`config.mk`:
```
export PLATFORM = sky130hd
export DESIGN_NAME = rice_stream_decoder_top
export DESIGN_NICKNAME = d
export VERILOG_FILES = /design/src/rtl/rsd_pkg.sv /design/src/rtl/rice_stream_decoder_top.sv
export SDC_FILE = /design/constraint.sdc
export NUM_CORES = 1
export LEC_CHECK = 0
export BUFFER_PORTS_ARGS = -buffer_cell sky130_fd_sc_hd__clkbuf_2
export CAP_MARGIN = 30
export CORE_ASPECT_RATIO = 2
export CORE_MARGIN = 1.5
export CORE_UTILIZATION = 59
export CTS_CLUSTER_DIAMETER = 40
export DETAILED_ROUTE_END_ITERATION = 16
export PLACE_DENSITY = 0.79
export SLEW_MARGIN = 15
export SYNTH_ARGS = -nofsm -noshare
export SYNTH_HDL_FRONTEND = slang
export SYNTH_SLANG_ARGS = --single-unit
```
`constraint.sdc`:
```
create_clock -name clk -period 17.2 [get_ports clk]
set_clock_uncertainty 0.2 [all_clocks]
set_input_delay 2.58 -clock clk [delete_from_list [all_inputs] [get_ports clk]]
set_output_delay 2.58 -clock clk [all_outputs]
set_load 0.02 [all_outputs]
```
`src/rtl/rsd_pkg.sv`:
```
`default_nettype none
// ---------------------------------------------------------------------------
// rsd_pkg
// Shared types and constants for the Rice stream decoder.
// ---------------------------------------------------------------------------
package rsd_pkg;

  localparam int COUNT_WIDTH    = 16;
  localparam int WORD_BITS      = 32;
  localparam int BIT_CNT_W      = $clog2(WORD_BITS);
  localparam int PARAM_W        = 5;
  localparam int PARAM_MAX      = 31;
  localparam int SEEN_W         = 17;
  localparam int USED_W         = 18;
  localparam int WORDS_SEEN_MAX = 131071;

  typedef enum logic [1:0] {
    PH_HEADER,
    PH_REMAINDER,
    PH_UNARY
  } phase_t;

  typedef enum logic [1:0] {
    ST_IDLE,
    ST_BITS,
    ST_FLUSH
  } state_t;

  typedef struct packed {
    logic [WORD_BITS-1:0] value;
    logic                 eos;
    logic [USED_W-1:0]    words;
  } res_t;

endpackage

`default_nettype wire

```
`src/rtl/rice_stream_decoder_top.sv`:
```
`default_nettype none
// ---------------------------------------------------------------------------
// rice_stream_decoder_top
// Rice/Golomb stream decoder: one coded bit per cycle, bar output stalls, through a shared
// remainder/unary accumulator, one result held back to tag end_of_word.
// ---------------------------------------------------------------------------
// Header word: taken while idle, no result.
// Data word: accepted while idle, then decoded bit by bit in ST_BITS and, if a result is
//   held, ST_FLUSH presents it with end_of_word; the bit steps end early when the
//   stream ends. in_stall is high through the bit and flush cycles.
// Output stalls hold the decoder while a second result waits for the output reg.
// rst (sync, active high) clears the sequencer and decoder state and sets the stored value count to 1.
module rice_stream_decoder_top
  import rsd_pkg::*;
(
  input  wire logic                   clk,
  input  wire logic                   rst,
  input  wire logic                   cfg_valid,
  output logic                        cfg_ready,
  input  wire logic [COUNT_WIDTH-1:0] value_count,
  input  wire logic                   in_valid,
  output logic                        in_stall,
  input  wire logic [WORD_BITS-1:0]   stream_word,
  output logic                        out_valid,
  input  wire logic                   out_stall,
  output logic [WORD_BITS-1:0]        value,
  output logic                        end_of_word,
  output logic                        end_of_stream,
  output logic [USED_W-1:0]           words_used
);

  state_t                 state, state_next;
  phase_t                 phase, phase_next;
  logic [PARAM_W-1:0]     rice_param, rice_param_next;
  logic [PARAM_W-1:0]     rbits, rbits_next;
  logic [WORD_BITS-1:0]   partial, partial_next;
  logic [COUNT_WIDTH-1:0] values_done, values_done_next;
  logic [SEEN_W-1:0]      words_seen, words_seen_next;
  logic [COUNT_WIDTH-1:0] count_reg;
  logic [WORD_BITS-1:0]   word_sr, word_sr_next;
  logic [BIT_CNT_W-1:0]   bit_cnt, bit_cnt_next;
  res_t                   pend, pend_next;
  logic                   pend_valid, pend_valid_next;
  logic                   out_valid_next;
  logic                   load_out;
  res_t                   out_res;
  logic                   out_eow;

  logic                   bit_in;
  logic                   out_free;
  logic                   adv;
  logic                   produce;
  logic                   last_val;
  logic                   word_end;
  logic [COUNT_WIDTH-1:0] vd_inc;
  logic [COUNT_WIDTH-1:0] limit;
  logic [PARAM_W:0]       rbits_inc;
  logic [PARAM_W-1:0]     hdr_param;

  assign cfg_ready = 1'b1;
  assign in_stall  = (state != ST_IDLE);

  always_ff @(posedge clk) begin
    if (rst) begin
      state       <= ST_IDLE;
      phase       <= PH_HEADER;
      rice_param  <= '0;
      rbits       <= '0;
      partial     <= '0;
      values_done <= '0;
      words_seen  <= '0;
      count_reg   <= COUNT_WIDTH'(1);
      bit_cnt     <= '0;
      pend_valid  <= 1'b0;
      out_valid   <= 1'b0;
    end else begin
      state       <= state_next;
      phase       <= phase_next;
      rice_param  <= rice_param_next;
      rbits       <= rbits_next;
      partial     <= partial_next;
      values_done <= values_done_next;
      words_seen  <= words_seen_next;
      bit_cnt     <= bit_cnt_next;
      pend_valid  <= pend_valid_next;
      out_valid   <= out_valid_next;
      if (cfg_valid && cfg_ready) begin
        count_reg <= value_count;
      end
    end
  end

  always_ff @(posedge clk) begin
    word_sr <= word_sr_next;
    pend    <= pend_next;
    if (load_out) begin
      value         <= out_res.value;
      end_of_stream <= out_res.eos;
      words_used    <= out_res.words;
      end_of_word   <= out_eow;
    end
  end

  always_comb begin
    state_next       = state;
    phase_next       = phase;
    rice_param_next  = rice_param;
    rbits_next       = rbits;
    partial_next     = partial;
    values_done_next = values_done;
    words_seen_next  = words_seen;
    word_sr_next     = word_sr;
    bit_cnt_next     = bit_cnt;
    pend_next        = pend;
    pend_valid_next  = pend_valid;
    load_out         = 1'b0;
    out_res          = pend;
    out_eow          = 1'b0;

    bit_in    = word_sr[0];
    out_free  = !out_valid || !out_stall;
    produce   = (state == ST_BITS) && (phase == PH_UNARY) && !bit_in;
    adv       = (state == ST_BITS) && !(produce && pend_valid && !out_free);
    vd_inc    = values_done + COUNT_WIDTH'(1);
    limit     = (count_reg == '0) ? COUNT_WIDTH'(1) : count_reg;
    last_val  = (vd_inc >= limit) || (vd_inc == '0);
    word_end  = (bit_cnt == BIT_CNT_W'(WORD_BITS - 1));
    rbits_inc = {1'b0, rbits} + (PARAM_W + 1)'(1);
    hdr_param = (stream_word > WORD_BITS'(PARAM_MAX)) ? PARAM_W'(PARAM_MAX)
                                                        : stream_word[PARAM_W-1:0];

    unique case (state)
      ST_IDLE: begin
        if (in_valid) begin
          if (phase == PH_HEADER) begin
            rice_param_next  = hdr_param;
            values_done_next = '0;
            words_seen_next  = SEEN_W'(1);
            partial_next     = '0;
            rbits_next       = '0;
            phase_next       = (hdr_param == '0) ? PH_UNARY : PH_REMAINDER;
          end else begin
            if (words_seen != SEEN_W'(WORDS_SEEN_MAX)) begin
              words_seen_next = words_seen + SEEN_W'(1);
            end
            word_sr_next = stream_word;
            bit_cnt_next = '0;
            state_next   = ST_BITS;
          end
        end
      end
      ST_BITS: begin
        if (adv) begin
          word_sr_next = word_sr >> 1;
          bit_cnt_next = bit_cnt + BIT_CNT_W'(1);
          if (phase == PH_REMAINDER) begin
            partial_next = partial | (WORD_BITS'(bit_in) << rbits);
            rbits_next   = rbits_inc[PARAM_W-1:0];
            if (rbits_inc >= {1'b0, rice_param}) begin
              phase_next = PH_UNARY;
            end
          end else if (bit_in) begin
            partial_next = partial + (WORD_BITS'(1) << rice_param);
          end else begin
            values_done_next = vd_inc;
            if (pend_valid) begin
              load_out = 1'b1;
              out_res  = pend;
              out_eow  = 1'b0;
            end
            pend_next.value = partial;
            pend_next.eos   = last_val;
            pend_next.words = last_val ? {1'b0, words_seen} : '0;
            pend_valid_next = 1'b1;
            partial_next    = '0;
            rbits_next      = '0;
            if (last_val) begin
              phase_next      = PH_HEADER;
              rice_param_next = '0;
            end else begin
              phase_next = (rice_param == '0) ? PH_UNARY : PH_REMAINDER;
            end
          end
          if ((produce && last_val) || word_end) begin
            state_next = pend_valid_next ? ST_FLUSH : ST_IDLE;
          end
        end
      end
      ST_FLUSH: begin
        if (out_free) begin
          load_out        = 1'b1;
          out_res         = pend;
          out_eow         = 1'b1;
          pend_valid_next = 1'b0;
          state_next      = ST_IDLE;
        end
      end
      default: begin
        state_next = ST_IDLE;
      end
    endcase

    if (load_out) begin
      out_valid_next = 1'b1;
    end else if (out_valid && !out_stall) begin
      out_valid_next = 1'b0;
    end else begin
      out_valid_next = out_valid;
    end
  end

`ifndef NO_ASSERTIONS
  a_eos_words: assert property (@(posedge clk) disable iff (rst)
    out_valid && end_of_stream |-> (words_used != '0) && end_of_word)
    else $error("end of stream without word count or end of word");

  a_words_zero: assert property (@(posedge clk) disable iff (rst)
    out_valid && !end_of_stream |-> (words_used == '0))
    else $error("word count on a non-final result");

  a_idle_empty: assert property (@(posedge clk) disable iff (rst)
    (state == ST_IDLE) |-> !pend_valid)
    else $error("held result left behind when idle");

  a_flush_load: assert property (@(posedge clk) disable iff (rst)
    (state == ST_FLUSH) && (state_next == ST_IDLE) |=> out_valid && end_of_word)
    else $error("flush did not present end of word");
`endif

endmodule

`default_nettype wire
```
==> results.yml <==
clock_network:
  clk_sink_count: 235
  cts-buffers-inserted: 22
  cts-root-to-sink-buffers: 3
  clock_insertion_delay_at_the_later_pin_of_the_skew_report_ns: 0.52
  cts_setup_buffers: 0
  clkTransAtPathRegs_ns: 0.06
  quantity_of_hold_fixing_buffers_added_after_cts: 0
  clock_tree_root_driver_cell: "clkbuf_16"
  cells_resized_by_post_cts_repair: 0
  tritoncts: "yes"
  cts.htree.levels: 1
sta:
  relSlewSlack_pct: 43.6
  fmax_ghz: 0.204
  hold_viol: 0
  tns_ns: 0
  rsz_0062_raised_after_global_routing: "false"
  holdWs_ns: 0.213
  report.final.slew_viol_count: 0
  final_setup_violating_endpoints: 0
  final.min_clock_period_ns: 4.90
  min_period_over_period_pct: 28.5
  timing_worst_slew_pin_value_ns: 0.847
  setup_slack_ns: 12.30
logic_synthesis:
  ys_seq_area_share_pct: 51.5
  synth_top_cell_by_area: "edfxtp_1"
  synth_top_area_share_pct: 34.1
  synthArstFlopShare_pct: 0
  yosys_register_bits: 235
  synthFlopType: "edfxtp_1"
  yosys-top-cells-area: "edfxtp_1 (34%), dfxtp_1 (17%), ha_1 (6.6%), a21oi_1 (4.4%), nor2_1 (3.9%)"
  ys_types: 80
  synth_cells: 1136
  yosys_warnings: 0
  postSynthNetCount: 1252
  mappedNetlistArea_um2: 11700
  post_synth.cell_area_avg_um2: 10.3
  edff_count_synth: 133
grt:
  wire_length_of_the_first_global_routing_pass_um: 42300
  grt_usage_pct: 26.2
  antenna_found_initial: 0
  first_global_vias: 8710
  grt_max_degree: 80
  grt_remaining_overflow: 0
power_and_ir_drop:
  share_seq_of_total_power_pct: 43.7
  relative_contribution_of_the_clock_network_to_total_power_pct: 27.8
  ir_worst_vdd_mv: 0.114
  p_sw_share_pct: 34.3
  total_power_mw: 1.73
  p_sw_mw: 0.593
  internal_power_mw: 1.14
  power.density_cell_area_nw_per_um2: 131
  combPwrFrac_pct: 28.5
  p_leak_nw: 5.10
routing:
  vias_per_cell: 5.94
  routedWlPerCell_um: 17.7
  number_of_nets_with_antenna_violations_after_routing: 0
  via_count: 8890
  totalWireLength_um: 26500
  drt_iter0_markers: 491
  drc_errors: 0
  drtPass1Iterations: 5
setup_path:
  timing.rr.start: "state[1]"
  critPathCaptureType: "flip-flop"
  crit_path_max_fanout: 29
  startpoint: "in_valid"
  path_delay_family: "simple AND/OR/NAND/NOR gates"
  crit_path_frequent_cell: "nand2_1"
  timing.setup.critical_path_class: "in -> reg"
  critPathCapture: "rice_param[0]"
  crit-reg2reg-capture: "rice_param[0]"
  critPathBufInv: 2
  timing.critical_path.cells: "clkbuf_2 -> nand2_1 -> or2_1 -> a21oi_2 -> buf_4 -> nand2_1 -> nor2_1 -> o21a_1 -> nor2_1 -> nand2_1 -> o21ai_0"
  worstPathArrival_ns: 5.10
  critical_path_depth: 11
  cp.required_ns: 17.40
  cp_slowest_stage_delay_ns: 0.71
  r2r_depth: 15
  critPathLaunchType: "primary input"
  critPathSlowestCell: "nor2_1"
  reg2reg_setup_slack_ns: 12.48
die:
  io-pin-count: 108
  die_area_um2: 20800
  initial_utilization_pct: 60.5
  core-area_um2: 19400
  die-width_um: 103
  floorplan.rows: 72
  die-height_um: 202
final_layout:
  layout_commonest_cell: "edfxtp_1"
  layout.area.seq_um2: 6040
  layout.cell_area.non_filler_um2: 13200
  largest_reg_flops: 50
  largest_register: "pend"
  multi_input_comb_area_um2: 5380
  antenna_cells: 0
  areaGrowthSynthToFinish_pct: 12.5
  layout.cells.most_common_list: "edfxtp_1 (133), nor2_1 (121), clkbuf_2 (105)"
  fillerInstances: 1537
  instances_no_fill: 1497
  final_net_count: 1338
  share_of_final_layout_standard_cells_stronger_than_drive_strength_1_pct: 17.0
  post-route-util_pct: 68.1
placed_design:
  placed_cells: 1457
  place.port_buffers: 105
  post_dp_cell_area_um2: 12500
  place_worst_setup_slack_ns: 11.80
  dpl.hpwl_um: 19200
  gp_congestion: 0.958
job:
  cap_violations: 0
worst_hold_path:
  min-delay-start: "pend[25]"
  hp-class: "reg -> reg"
status:
  status: "complete, no violations"
==> layout make-up <==
type	instances	share of cell area [%]
clock inverter	10	0.531
clock buffer	30	4.97
tap	259	2.46
sequential	235	45.7
multi-input combinational	813	40.8
timing repair buffer	113	4.47
inverter	37	1.05
==> cells by family after synthesis <==
logic type | Yosys count | share of synthesized area (%)
compound gates | 257 | 13.7
xor+xnor | 56 | 4.25
other cells | 2 | 0.0640
flops | 235 | 51.5
fa+ha+maj | 63 | 6.79
simple gates | 385 | 16.1
buf+inv | 88 | 2.92
mux | 50 | 4.62
==> metal layers <==
| layer | share of wire (%) | track usage (%) | vias to the layer above |
|---|---|---|---|
| met5 | 0 | 0 | - |
| met3 | 3.9 | 2.94 | 104 |
| li1 | - | - | 4301 |
| met4 | 5.9 | 15.0 | 0 |
| met2 | 55 | 48.9 | 286 |
| met1 | 35 | 27.2 | 4199 |
==> Yosys cell counts (all sizes together), types with 3 or more instances <==
cell	n
a211oi	4
a21o	20
a21oi	106
a22oi	9
a31oi	10
and2	19
and3	6
and4	4
buf	11
clkbuf	40
dfxtp	102
edfxtp	133
ha	62
inv	37
mux2	33
mux2i	17
nand2	75
nand2b	15
nand3	41
nand3b	3
nand4	19
nor2	125
nor2b	15
nor3	31
nor4	13
o211ai	3
o21a	3
o21ai	58
o21bai	3
o22ai	6
o311ai	3
o31ai	9
or2	7
or3	8
xnor2	33
xor2	23
==> power by group through the flow <==
stage	Combinational, mW	Sequential [mW]	Clock (mW)
2_1_floorplan	0.364	0.747	0
3_3_place_gp	0.479	0.763	0
3_5_place_dp	0.488	0.765	0
4_1_cts	0.491	0.754	0.491
5_1_grt	0.543	0.761	0.510
6_report	0.493	0.755	0.482
==> worst min path at each step <==
stage,endpoint,slack [ns],depth (start not counted)
after floorplan,end_of_stream,0.20,0
after global placement,value[17],0.20,0
after detailed placement,value[15],0.20,0
after CTS,value[5],0.21,0
after global routing,value[6],0.22,0
final,value[6],0.21,0
==> worst reg2reg max path: stages, from the launching register on <==
cell and delay [ns]:
dfxtp_1 0.31, inv_1 0.11, ha_2 0.18, buf_4 0.54, inv_1 0.41, nor4_1 0.57
nand2_1 0.11, nor2_1 0.49, a21oi_2 0.04, buf_4 0.25, nand2_1 0.50, nor2_1 0.35
o21a_1 0.19, nor2_1 0.24, nand2_1 0.09, o21ai_0 0.07
Power figures use the tool's default switching activity.
